--- src/hdl/lfe_pkg.sv ---
// Shared types and constants of the line FIR filter with replicated edges.
package lfe_pkg;

   // Fixed field widths of the transaction payloads
   localparam int SAMPLE_BITS    = 16;
   localparam int COEF_BITS      = 16;
   localparam int TAP_IDX_BITS   = 6;
   localparam int TAP_COUNT_BITS = 6;

   // Defaults for the top-level parameters
   localparam int MAX_TAPS_DEFAULT       = 63;
   localparam int COEF_FRAC_BITS_DEFAULT = 15;

   // Register reset value
   localparam logic [TAP_COUNT_BITS-1:0] TAP_COUNT_RESET = 6'd3;

   // Request action codes
   localparam logic ACTION_COEF   = 1'b0;
   localparam logic ACTION_SAMPLE = 1'b1;

   typedef struct packed {
      logic                      action;
      logic [TAP_IDX_BITS-1:0]   tap_index;
      logic [COEF_BITS-1:0]      coefficient;
      logic [SAMPLE_BITS-1:0]    sample;
      logic                      last_in_line;
   } lfe_req_type;

   typedef struct packed {
      logic [SAMPLE_BITS-1:0]    filtered;
      logic                      last_of_line;
   } lfe_rsp_type;

endpackage

--- src/hdl/line_fir_edge_replicate.sv ---
// Line FIR filter with replicated edges (one pass of a separable blur).
//
// Input channel req_*: each transaction either loads one kernel coefficient
// (action = coefficient) or delivers one line sample. Load every tap in use
// before the first sample. The csr_* port writes tap_count; change it only
// while the block is idle. Output channel rsp_*: filtered pixels, with
// last_of_line set on the final pixel of a line.
//
// One shared multiply-accumulate walks the taps: the coefficient RAM and the
// sample ring RAM are each read once per cycle. A sample that completes a
// pixel holds req_ready low while its taps are issued (taps = 2*h + 1,
// h = min(tap_count/2, (MAX_TAPS-1)/2)), the read and product registers
// drain and the pixel waits for a free output register; req_ready rises
// as the pixel shows on rsp. A coefficient load, or a sample that completes
// no pixel, leaves the block idle. A sample flagged last flushes up to h + 1
// pixels, holding req_ready low until the last is out; high while idle.
//
// Reset clears tap_count to 3 and the line position; the RAMs are not
// cleared. A held rsp transaction stalls only the pixel behind it; the next
// request can still be accepted while a pixel waits in the output register.
module line_fir_edge_replicate #(
   parameter int MAX_TAPS       = lfe_pkg::MAX_TAPS_DEFAULT,
   parameter int COEF_FRAC_BITS = lfe_pkg::COEF_FRAC_BITS_DEFAULT
) (
   input  logic                                  clock,
   input  logic                                  reset,
   input  logic                                  req_valid,
   output logic                                  req_ready,
   input  lfe_pkg::lfe_req_type                  req_data,
   output logic                                  rsp_valid,
   input  logic                                  rsp_ready,
   output lfe_pkg::lfe_rsp_type                  rsp_data,
   input  logic                                  csr_write_enable,
   input  logic [lfe_pkg::TAP_COUNT_BITS-1:0]    csr_write_data
);

   localparam int SB       = lfe_pkg::SAMPLE_BITS;
   localparam int CB       = lfe_pkg::COEF_BITS;
   localparam int AW       = (MAX_TAPS > 1) ? $clog2(MAX_TAPS) : 1;
   localparam int CW       = $clog2(MAX_TAPS + 1);
   localparam int CMP_W    = (AW > lfe_pkg::TAP_COUNT_BITS) ? AW : lfe_pkg::TAP_COUNT_BITS;
   localparam int HALF_CAP = (MAX_TAPS - 1) / 2;
   localparam int PROD_W   = SB + CB;
   localparam int ACC_W    = PROD_W + $clog2(MAX_TAPS);

   localparam logic [ACC_W:0] RND_HALF = (ACC_W + 1)'(1) << (COEF_FRAC_BITS - 1);

   // Sequencer states
   localparam logic [1:0] ST_IDLE  = 2'd0;
   localparam logic [1:0] ST_ISSUE = 2'd1;
   localparam logic [1:0] ST_DRAIN = 2'd2;

   logic [1:0]                          state_ff, state_in;
   logic [lfe_pkg::TAP_COUNT_BITS-1:0]  tap_count_ff;
   logic [CW-1:0]                       seen_ff, seen_in;
   logic [AW-1:0]                       head_ff, head_in;

   // Per-item job context
   logic [AW-1:0] job_head_ff, job_head_in;
   logic [AW-1:0] job_oldest_ff, job_oldest_in;
   logic [AW-1:0] job_h_ff, job_h_in;
   logic [AW-1:0] job_span_ff, job_span_in;
   logic [AW-1:0] center_ff, center_in;
   logic          job_last_ff, job_last_in;
   logic [AW-1:0] tap_ff, tap_in;

   // MAC pipeline
   logic              rd_vld_ff, mul_vld_ff;
   logic [PROD_W-1:0] prod_ff;
   logic [ACC_W-1:0]  acc_ff, acc_in;

   // Output register
   logic                 rsp_valid_ff, rsp_valid_in;
   lfe_pkg::lfe_rsp_type rsp_data_ff, rsp_data_in;

   logic req_fire, is_sample, coef_we;
   logic [CW-1:0]    seen_new;
   logic [AW-1:0]    head_new, oldest_new, h_now, top_new;
   logic [CMP_W-1:0] h_raw, h_sel;
   logic [AW:0]      up_w, age_raw, slot_sum;
   logic [AW-1:0]    age, slot;
   logic [CB-1:0]    coef_rd;
   logic [SB-1:0]    smp_rd;
   logic [ACC_W:0]   rnd_sum, rnd_shift;
   logic [SB-1:0]    pixel;
   logic             emit;

   assign req_ready = (state_ff == ST_IDLE);
   assign req_fire  = req_valid && req_ready;
   assign is_sample = (req_data.action == lfe_pkg::ACTION_SAMPLE);
   assign coef_we   = req_fire && !is_sample
                      && (32'(req_data.tap_index) < 32'(MAX_TAPS));

   // Line position after this sample and kernel half length
   always_comb begin
      seen_new   = (seen_ff == CW'(MAX_TAPS)) ? seen_ff : seen_ff + CW'(1);
      head_new   = (head_ff == AW'(MAX_TAPS - 1)) ? '0 : head_ff + AW'(1);
      oldest_new = AW'(seen_new - CW'(1));
      h_raw      = CMP_W'(tap_count_ff >> 1);
      h_sel      = (h_raw > CMP_W'(HALF_CAP)) ? CMP_W'(HALF_CAP) : h_raw;
      h_now      = AW'(h_sel);
      top_new    = (oldest_new > h_now) ? h_now : oldest_new;
   end

   // Sample ring slot for the current tap: age clamped into the line
   always_comb begin
      up_w     = {1'b0, center_ff} + {1'b0, job_h_ff};
      age_raw  = ({1'b0, tap_ff} > up_w) ? '0 : up_w - {1'b0, tap_ff};
      age      = (age_raw > {1'b0, job_oldest_ff}) ? job_oldest_ff : age_raw[AW-1:0];
      slot_sum = {1'b0, job_head_ff} + (AW + 1)'(MAX_TAPS - 1) - {1'b0, age};
      slot     = (slot_sum >= (AW + 1)'(MAX_TAPS)) ?
                 AW'(slot_sum - (AW + 1)'(MAX_TAPS)) : slot_sum[AW-1:0];
   end

   lfe_ram #(.WIDTH(CB), .DEPTH(MAX_TAPS)) u_coef_ram (
      .clock   (clock),
      .wr_en   (coef_we),
      .wr_addr (AW'(req_data.tap_index)),
      .wr_data (req_data.coefficient),
      .rd_addr (tap_ff),
      .rd_data (coef_rd)
   );

   lfe_ram #(.WIDTH(SB), .DEPTH(MAX_TAPS)) u_sample_ram (
      .clock   (clock),
      .wr_en   (req_fire && is_sample),
      .wr_addr (head_ff),
      .wr_data (req_data.sample),
      .rd_addr (slot),
      .rd_data (smp_rd)
   );

   // Round half up, drop fraction bits, saturate
   always_comb begin
      rnd_sum   = {1'b0, acc_ff} + RND_HALF;
      rnd_shift = rnd_sum >> COEF_FRAC_BITS;
      pixel     = (|rnd_shift[ACC_W:SB]) ? '1 : rnd_shift[SB-1:0];
   end

   assign emit = (state_ff == ST_DRAIN) && !rd_vld_ff && !mul_vld_ff
                 && (!rsp_valid_ff || rsp_ready);

   // Sequencer
   always_comb begin
      state_in      = state_ff;
      seen_in       = seen_ff;
      head_in       = head_ff;
      job_head_in   = job_head_ff;
      job_oldest_in = job_oldest_ff;
      job_h_in      = job_h_ff;
      job_span_in   = job_span_ff;
      center_in     = center_ff;
      job_last_in   = job_last_ff;
      tap_in        = tap_ff;
      acc_in        = mul_vld_ff ? acc_ff + ACC_W'(prod_ff) : acc_ff;
      rsp_valid_in  = rsp_ready ? 1'b0 : rsp_valid_ff;
      rsp_data_in   = rsp_data_ff;
      case (state_ff)
         ST_IDLE: begin
            if (req_fire && is_sample) begin
               job_head_in   = head_new;
               job_oldest_in = oldest_new;
               job_h_in      = h_now;
               job_span_in   = AW'({h_now, 1'b0});
               job_last_in   = req_data.last_in_line;
               tap_in        = '0;
               acc_in        = '0;
               if (req_data.last_in_line) begin
                  center_in = top_new;
                  seen_in   = '0;
                  head_in   = '0;
                  state_in  = ST_ISSUE;
               end else begin
                  center_in = h_now;
                  seen_in   = seen_new;
                  head_in   = head_new;
                  if (seen_new > CW'(h_now)) begin
                     state_in = ST_ISSUE;
                  end
               end
            end
         end
         ST_ISSUE: begin
            if (tap_ff == job_span_ff) begin
               state_in = ST_DRAIN;
            end else begin
               tap_in = tap_ff + AW'(1);
            end
         end
         ST_DRAIN: begin
            if (emit) begin
               rsp_valid_in              = 1'b1;
               rsp_data_in.filtered      = pixel;
               rsp_data_in.last_of_line  = job_last_ff && (center_ff == '0);
               if (job_last_ff && (center_ff != '0)) begin
                  center_in = center_ff - AW'(1);
                  tap_in    = '0;
                  acc_in    = '0;
                  state_in  = ST_ISSUE;
               end else begin
                  state_in = ST_IDLE;
               end
            end
         end
         default: begin
            state_in = ST_IDLE;
         end
      endcase
   end

   // Control registers
   always_ff @(posedge clock) begin
      if (reset) begin
         state_ff     <= ST_IDLE;
         tap_count_ff <= lfe_pkg::TAP_COUNT_RESET;
         seen_ff      <= '0;
         head_ff      <= '0;
         rd_vld_ff    <= 1'b0;
         mul_vld_ff   <= 1'b0;
         rsp_valid_ff <= 1'b0;
      end else begin
         state_ff     <= state_in;
         seen_ff      <= seen_in;
         head_ff      <= head_in;
         rd_vld_ff    <= (state_ff == ST_ISSUE);
         mul_vld_ff   <= rd_vld_ff;
         rsp_valid_ff <= rsp_valid_in;
         if (csr_write_enable) begin
            tap_count_ff <= csr_write_data;
         end
      end
   end

   // Payload and datapath registers
   always_ff @(posedge clock) begin
      job_head_ff   <= job_head_in;
      job_oldest_ff <= job_oldest_in;
      job_h_ff      <= job_h_in;
      job_span_ff   <= job_span_in;
      center_ff     <= center_in;
      job_last_ff   <= job_last_in;
      tap_ff        <= tap_in;
      prod_ff       <= coef_rd * smp_rd;
      acc_ff        <= acc_in;
      rsp_data_ff   <= rsp_data_in;
   end

   assign rsp_valid = rsp_valid_ff;
   assign rsp_data  = rsp_data_ff;

endmodule

--- src/hdl/lfe_ram.sv ---
// Simple dual-port RAM: one write port, one read port, registered read data.
module lfe_ram #(
   parameter int WIDTH = 16,
   parameter int DEPTH = 63
) (
   input  logic                                     clock,
   input  logic                                     wr_en,
   input  logic [((DEPTH > 1) ? $clog2(DEPTH) : 1)-1:0] wr_addr,
   input  logic [WIDTH-1:0]                         wr_data,
   input  logic [((DEPTH > 1) ? $clog2(DEPTH) : 1)-1:0] rd_addr,
   output logic [WIDTH-1:0]                         rd_data
);

   logic [WIDTH-1:0] mem_ff [DEPTH];
   logic [WIDTH-1:0] rd_data_ff;

   always_ff @(posedge clock) begin
      if (wr_en) begin
         mem_ff[wr_addr] <= wr_data;
      end
      rd_data_ff <= mem_ff[rd_addr];
   end

   assign rd_data = rd_data_ff;

endmodule

--- config.mk ---
export PLATFORM = sky130hd
export DESIGN_NAME = line_fir_edge_replicate
export DESIGN_NICKNAME = d
export VERILOG_FILES = /design/src/hdl/lfe_pkg.sv /design/src/hdl/line_fir_edge_replicate.sv /design/src/hdl/lfe_ram.sv
export SDC_FILE = /design/constraint.sdc
export NUM_CORES = 2
export LEC_CHECK = 0
export ABC_AREA = 1
export BUFFER_PORTS_ARGS = -buffer_cell sky130_fd_sc_hd__buf_4
export CAP_MARGIN = 25
export CORE_AREA = 2 2 476 478
export CTS_CLUSTER_SIZE = 12
export DETAILED_ROUTE_END_ITERATION = 10
export DIE_AREA = 0 0 478 480
export MAX_ROUTING_LAYER = met4
export PLACE_DENSITY = 0.56
export SKIP_CTS_REPAIR_TIMING = 1
export SYNTH_ARGS = -nofsm -noshare
export SYNTH_HDL_FRONTEND = slang
export SYNTH_HIERARCHICAL = 1
export SYNTH_SLANG_ARGS = --single-unit
export TNS_END_PERCENT = 1
--- constraint.sdc ---
create_clock -name clock -period 17.1 [get_ports clock]
set_input_delay 0 -clock clock [delete_from_list [all_inputs] [get_ports clock]]
set_output_delay 0 -clock clock [all_outputs]
set_load 0.02 [all_outputs]
# Yosys cells after proc, flatten, opt, wreduce, memory -nomap -nowiden
# Memories as Yosys holds them, arrays and structs flattened. A register that Yosys moved wholly into a read port is not among the register bits.
# Index checks and enable logic that the tools add are counted.
# word_totals
regBits,146
output_inout_bits,19
in_bits,51
memories,2
elab_cells,114
mem_bits_rw,2016
# op_classes
eq_ne,11
n_reduce_logical,25
n_addsub,12
n_lt_le_gt_ge,7
n_mul,1
muxes,38
# memory_table
name,depth,word_bits,rd,rd_clocked_by_memory_dff,write_ports,line_no,source
u_coef_ram.mem_ff,63,16,1,1,1,lfe_ram.sv:14,logic [WIDTH-1:0] mem_ff [DEPTH];
u_sample_ram.mem_ff,63,16,1,1,1,lfe_ram.sv:14,
# ops
op,count
two-way mux 38 bit,4
two-way mux 6 bit,15
case mux 38 bit (2 select lines),1
"adder 38 x 15 -> 39 bit, second input constant",1
adder 38 x 32 -> 38 bit,1
multiplier 16 x 16 -> 32 bit,1
"adder 6 x 1 -> 6 bit, second input constant",3
case mux 6 bit (3 select lines),1
subtractor 7 x 6 -> 7 bit,2
"equality test 6 bit, second input constant",2
> comparator 6 x 5 -> 1 bit,2
case mux 6 bit (2 select lines),1
"subtractor 6 x 1 -> 6 bit, second input constant",2
two-way mux 2 bit,5
logical AND 1 bit,9
two-way mux 1 bit,8
AND reduction 4 bit,2
OR reduction 8 bit,1
adder 6 x 6 -> 7 bit,1
"adder 6 x 6 -> 7 bit, second input constant",1
">= comparator 7 x 6 -> 1 bit, second input constant",1
> comparator 6 x 7 -> 1 bit,1
> comparator 7 x 6 -> 1 bit,1
two-way mux 7 bit,1
20 further kinds,27

# Depth between registers and ports, before layout
# depth
depth_word,8
depth_mapped,52
mapped_depth_nobuf,49

# By module
# Netlist, hierarchy kept.
# modules_own_cells
mod,cells_per_inst,instances,area_each_um2,seq_area_each_um2
lfe_ram,3465,2,41172.0,30589.3
line_fir_edge_replicate,2449,1,18166.2,3253.1

# Worst setup path after synthesis
# No wires, ideal clock.
# synth_timing
path_type,flip-flop to flip-flop
start,register center_ff[0]
end,"register u_sample_ram.rd_data_ff[6], in the netlist u_sample_ram/rd_data[6] (read register of u_sample_ram.mem_ff)"
path_stages_with_launch,46
t_required_ps,16986
n_path_buf,2
setup_slack_ps,10820
period_less_slack_ps,6280
setup_time_ps,114
arrival_time_ps,6166
path_cell_list,edfxtp_1 -> ha_1 -> inv_1 -> fa_1 -> inv_1 -> a31oi_1 -> xor2_1 -> inv_1 -> ha_1 -> nand2_1 -> inv_1 -> nand3_1 -> nand3_1 -> nand2_1 -> nand2_1 -> inv_1 -> nor3_1 -> ha_1 -> [... 10 more ...] -> inv_1 -> fa_1 -> xnor2_1 -> nand2_1 -> nor2_1 -> a21oi_1 -> nor2_1 -> nand2_1 -> nand2_1 -> nand2_1 -> xnor2_1 -> clkbuf_1 -> clkbuf_1 -> nand3_1 -> nand2_1 -> nand2_1 -> nand3_1 -> nand2_1
# synth_between
elab_chain_cells,8
elab_cells_between_ends,10
cone_classes,add/sub (4); order compare (3); mux (3)
# synth_lines
item,line_no,source
from (decl),line_fir_edge_replicate.sv:63,"logic [AW-1:0] center_ff, center_in;"
from (signal assigned),line_fir_edge_replicate.sv:240,center_ff <= center_in;
adder 6 x 6 -> 7 bit *,line_fir_edge_replicate.sv:107,"up_w = {1'b0, center_ff} + {1'b0, job_h_ff};"
subtractor 7 x 6 -> 7 bit / > comparator 6 x 7 -> 1 bit (equally long branches),line_fir_edge_replicate.sv:108,"age_raw = ({1'b0, tap_ff} > up_w) ? '0 : up_w - {1'b0, tap_ff};"
two-way mux 7 bit *,line_fir_edge_replicate.sv:108,
> comparator 7 x 6 -> 1 bit,line_fir_edge_replicate.sv:109,"age = (age_raw > {1'b0, job_oldest_ff}) ? job_oldest_ff : age_raw[AW-1:0];"
two-way mux 6 bit *,line_fir_edge_replicate.sv:109,
subtractor 7 x 6 -> 7 bit *,line_fir_edge_replicate.sv:110,"slot_sum = {1'b0, job_head_ff} + (AW + 1)'(MAX_TAPS - 1) - {1'b0, age};"
subtractor 6 bit / >= comparator 7 x 6 -> 1 bit (equally long branches),"line_fir_edge_replicate.sv:112, line_fir_edge_replicate.sv:111",
two-way mux 6 bit *,line_fir_edge_replicate.sv:111,slot = (slot_sum >= (AW + 1)'(MAX_TAPS)) ?
net slot[3],line_fir_edge_replicate.sv:81,"logic [AW-1:0] age, slot;"
to (decl),lfe_ram.sv:15,logic [WIDTH-1:0] rd_data_ff;
# Mark *: on every way through the listed nets, which the timed path passes. The rest lies on a longest branch.
# A chain may end at the register's enable or synchronous reset.

# Final worst setup path
# layout_timing
start,register center_ff[0]
end,"register u_sample_ram.rd_data_ff[7], in the netlist u_sample_ram/rd_data[7] (read register of u_sample_ram.mem_ff)"
# The elaborated chain is that of the path after synthesis.

==> run_summary.xml <==
<?xml version="1.0" encoding="UTF-8"?>
<metrics>
  <group name="timing">
    <metric name="final_hold_violation_count" unit="">0</metric>
    <metric name="rsz_0062_raised_after_global_routing" unit="">no</metric>
    <metric name="drv_slew" unit="">0</metric>
    <metric name="worst_slack" unit="ns">6.91</metric>
    <metric name="final-setup-viol-count" unit="">0</metric>
    <metric name="finalClockSkew" unit="ns">0.107</metric>
    <metric name="finalCriticalPeriod" unit="ns">10.19</metric>
    <metric name="hold-worst-slack" unit="ns">0.0370</metric>
    <metric name="timing.final.crit_share" unit="">0.596</metric>
    <metric name="fmaxAchievable" unit="MHz">98.2</metric>
    <metric name="timing_worst_slew_pin_value" unit="ns">1.07</metric>
    <metric name="relative_max_transition_margin" unit="">0.286</metric>
    <metric name="fin_setup_tns" unit="ns">0</metric>
  </group>
  <group name="global_route">
    <metric name="grt_max_degree" unit="">188</metric>
    <metric name="grt_antenna_before_repair" unit="">6</metric>
    <metric name="number_of_global_route_vias_before_repair" unit="">64300</metric>
    <metric name="grt.total_usage" unit="">0.234</metric>
    <metric name="grt_pass1_wl" unit="um">399000</metric>
    <metric name="gr-total-overflow" unit="">0</metric>
  </group>
  <group name="floorplanning">
    <metric name="initial_core_util" unit="">0.449</metric>
    <metric name="die-height" unit="um">480</metric>
    <metric name="die-area" unit="um2">229000</metric>
    <metric name="design.portCount" unit="">70</metric>
    <metric name="die_outline_width" unit="um">478</metric>
    <metric name="design.core.area" unit="um2">224000</metric>
    <metric name="std_cell_rows" unit="">174</metric>
  </group>
  <group name="cts">
    <metric name="insertion_delay" unit="ns">0.89</metric>
    <metric name="clock_sink_count" unit="">2187</metric>
    <metric name="clock_tree.buffer_depth" unit="">3</metric>
    <metric name="htree_num_levels" unit="">4</metric>
    <metric name="clkSlewWorstSetupHoldPaths" unit="ns">0.06</metric>
    <metric name="cts_root_buffer" unit="">clkbuf_16</metric>
    <metric name="tritoncts.num_buffers" unit="">225</metric>
    <metric name="tritoncts_clock_tree" unit="">yes</metric>
  </group>
  <group name="worst_hold_path">
    <metric name="min_path_cells" unit="">4</metric>
    <metric name="min_path_type" unit="">in -&gt; reg</metric>
    <metric name="worst_hold_launch" unit="">csr_write_enable</metric>
    <metric name="end_point_of_the_worst_hold_path" unit="">tap_count_ff[2]</metric>
  </group>
  <group name="place">
    <metric name="dpl_worst_slack" unit="ns">7.11</metric>
    <metric name="detailed_placement_hpwl" unit="um">151000</metric>
    <metric name="gp_congestion" unit="">0.866</metric>
    <metric name="io_buffer_count" unit="">68</metric>
  </group>
  <group name="worst_setup_path">
    <metric name="timing.reg2reg.setup_slack" unit="ns">6.91</metric>
    <metric name="type_of_destination_of_the_critical_path" unit="">flop</metric>
    <metric name="timing.rr.end" unit="">u_sample_ram/rd_data[7]</metric>
    <metric name="crit_path_start_kind" unit="">flop</metric>
    <metric name="critPathKind" unit="">reg -&gt; reg</metric>
    <metric name="timing.critical_path.slowest_cell_delay" unit="ns">0.83</metric>
    <metric name="arrival" unit="ns">10.90</metric>
    <metric name="cp_common_cell" unit="">nand2_1</metric>
    <metric name="count_of_cells_along_the_worst_register_to_register_path" unit="">48</metric>
    <metric name="reg2reg_from" unit="">center_ff[0]</metric>
    <metric name="crit_fanout" unit="">180</metric>
    <metric name="cp_slowest_cell" unit="">buf_4</metric>
    <metric name="worstPathRequired" unit="ns">17.81</metric>
  </group>
  <group name="synthesis">
    <metric name="post_synth_inst_count" unit="">9379</metric>
    <metric name="synth.distinct_cells" unit="">59</metric>
    <metric name="synth_async_sr_flop_share" unit="">0</metric>
    <metric name="avgSynthCellArea" unit="um2">10.7</metric>
    <metric name="yosysWarnings" unit="">6</metric>
    <metric name="synth_edf_count" unit="">2063</metric>
    <metric name="synthesis.nets" unit="">9811</metric>
    <metric name="yosysSeqAreaShare" unit="">0.641</metric>
    <metric name="synth.ff_latch_count" unit="">2187</metric>
    <metric name="most_used_flip_flop_cell_after_synthesis" unit="">edfxtp_1</metric>
    <metric name="synth_area" unit="um2">101000</metric>
  </group>
  <group name="final_layout">
    <metric name="drive_gt1_frac" unit="">0.0631</metric>
    <metric name="area_growth" unit="%">10.8</metric>
    <metric name="finalNetCount" unit="">9818</metric>
    <metric name="number_of_filler_cells_placed_in_the_layout" unit="">19900</metric>
  </group>
  <group name="drt">
    <metric name="vias_per_cell" unit="">5.37</metric>
    <metric name="via_count" unit="">67400</metric>
    <metric name="drt_pass1_iterations" unit="">6</metric>
    <metric name="initialDrtViolationCount" unit="">6131</metric>
    <metric name="avgRoutedWirePerCell" unit="um">21.1</metric>
    <metric name="drt_drc_violations_left" unit="">0</metric>
    <metric name="routed_wire_length" unit="um">265000</metric>
    <metric name="route.antenna.remaining_nets" unit="">0</metric>
  </group>
  <group name="run_status">
    <metric name="status" unit="">complete, no violations</metric>
  </group>
  <group name="job">
    <metric name="maxCapViolations" unit="">0</metric>
  </group>
</metrics>
==> how the worst max path moves through the flow <==
| stage | start | end | slack (ns) |
|---|---|---|---|
| after detailed placement | center_ff[0] | u_sample_ram/rd_data[7] | 7.11 |
| after CTS | center_ff[0] | u_sample_ram/rd_data[7] | 6.98 |
| after floorplan | center_ff[0] | u_sample_ram/rd_data[6] | 10.82 |
| after global routing | center_ff[0] | u_sample_ram/rd_data[7] | 6.01 |
| final | center_ff[0] | u_sample_ram/rd_data[7] | 6.91 |
| after global placement | center_ff[0] | u_sample_ram/rd_data[7] | 7.07 |
==> stage by stage <==
stage	std cells	area [um2]	utilization
2_1_floorplan	9379	101000	-
3_3_place_gp	12100	104000	0.463
3_5_place_dp	12100	104000	0.463
4_1_cts	12500	111000	0.494
5_1_grt	12600	111000	0.497
6_report	12600	111000	0.497
==> kinds of logic (layout without fill, tap and decap cells) <==
kind of cell,count (synthesis),in the layout,synth area share
AOI/OAI and AO/OA,282,282,0.0156
xor gates and xnor gates,81,81,0.00706
adders and majority gates,381,381,0.0622
buffers and inverters,1130,1308,0.0489
DFF,2187,2187,0.641
other,0,8,0
and+or+nand+nor,5318,5318,0.225
==> metal layers <==
| layer | track usage | vias to the layer above | wire length (um) |
|---|---|---|---|
| li1 | - | 31900 | - |
| met1 | 0.325 | 33200 | 118000 |
| met2 | 0.363 | 1929 | 124000 |
| met3 | 0.0291 | 390 | 14800 |
| met4 | 0.0696 | 0 | 7610 |
| met5 | - | - | 0 |
==> registers in the layout (all words and copies together) (netlist names) <==
register and flops:
rsp_valid 1, seen_ff 6, job_oldest_ff 6, u_sample_ram/rd_data 16, job_last_ff 1, prod_ff 32
tap_ff 6, u_sample_ram/mem_ff 1008, tap_count_ff 5, center_ff 6, rsp_data 17, u_coef_ram/mem_ff 1008
state_ff 2, job_h_ff 5, job_head_ff 6, u_coef_ram/rd_data 16, acc_ff 38, mul_vld_ff 1
rd_vld_ff 1, head_ff 6
==> worst max-delay path: cells and delay by family, from the launching register on <==
family / cells / cell delay, ns
adder cells (fa/ha/maj): 7 / 2.09
buffers and inverters: 10 / 2.64
XOR/XNOR: 3 / 0.79
AO/OA/AOI/OAI: 4 / 0.36
flip-flops: 1 / 0.45
AND/OR/NAND/NOR: 24 / 3.38
==> cells in the final DEF, fill, tap and decap left out, drive strengths merged, types with 132 or more instances in the layout <==
master / n
nand2: 3085
edfxtp: 2063
nand3: 1810
inv: 606
nor2: 322
clkbuf: 304
buf: 249
fa: 198
ha: 183
a21oi: 132
==> cell type report <==
cell class / instances / area [um2] / share of cell area
Antenna cell: 8 / 20.0 / 0.000180
Clock buffer: 304 / 6000 / 0.0538
Clock inverter: 94 / 926 / 0.00831
Inverter: 600 / 2290 / 0.0206
Multi-Input combinational cell: 6062 / 31300 / 0.281
Sequential cell: 2187 / 64400 / 0.578
Tap cell: 2992 / 3740 / 0.0336
Timing Repair Buffer: 310 / 2650 / 0.0238
==> cells in the mapped netlist, drive strengths merged, types with 4 or more instances <==
master | number | area (um2)
nand2 | 3085 | 11600
edfxtp | 2063 | 61900
nand3 | 1810 | 9120
inv | 599 | 2250
buf | 374 | 2060
nor2 | 322 | 1240
fa | 198 | 3960
ha | 183 | 2290
clkbuf | 156 | 597
a21oi | 132 | 664
dfxtp | 124 | 2480
o21ai | 86 | 434
xor2 | 62 | 543
nand4 | 39 | 250
nor4 | 27 | 184
nor3 | 23 | 154
xnor2 | 19 | 166
a31oi | 16 | 100
o21bai | 13 | 97.6
a21o | 9 | 67.6
o211ai | 7 | 52.6
o21a | 4 | 30.0
or2 | 4 | 25.0
Power is left out: the tool's default activity adds up to more than one toggle a clock period on the data nets, which glitch-free logic cannot reach.
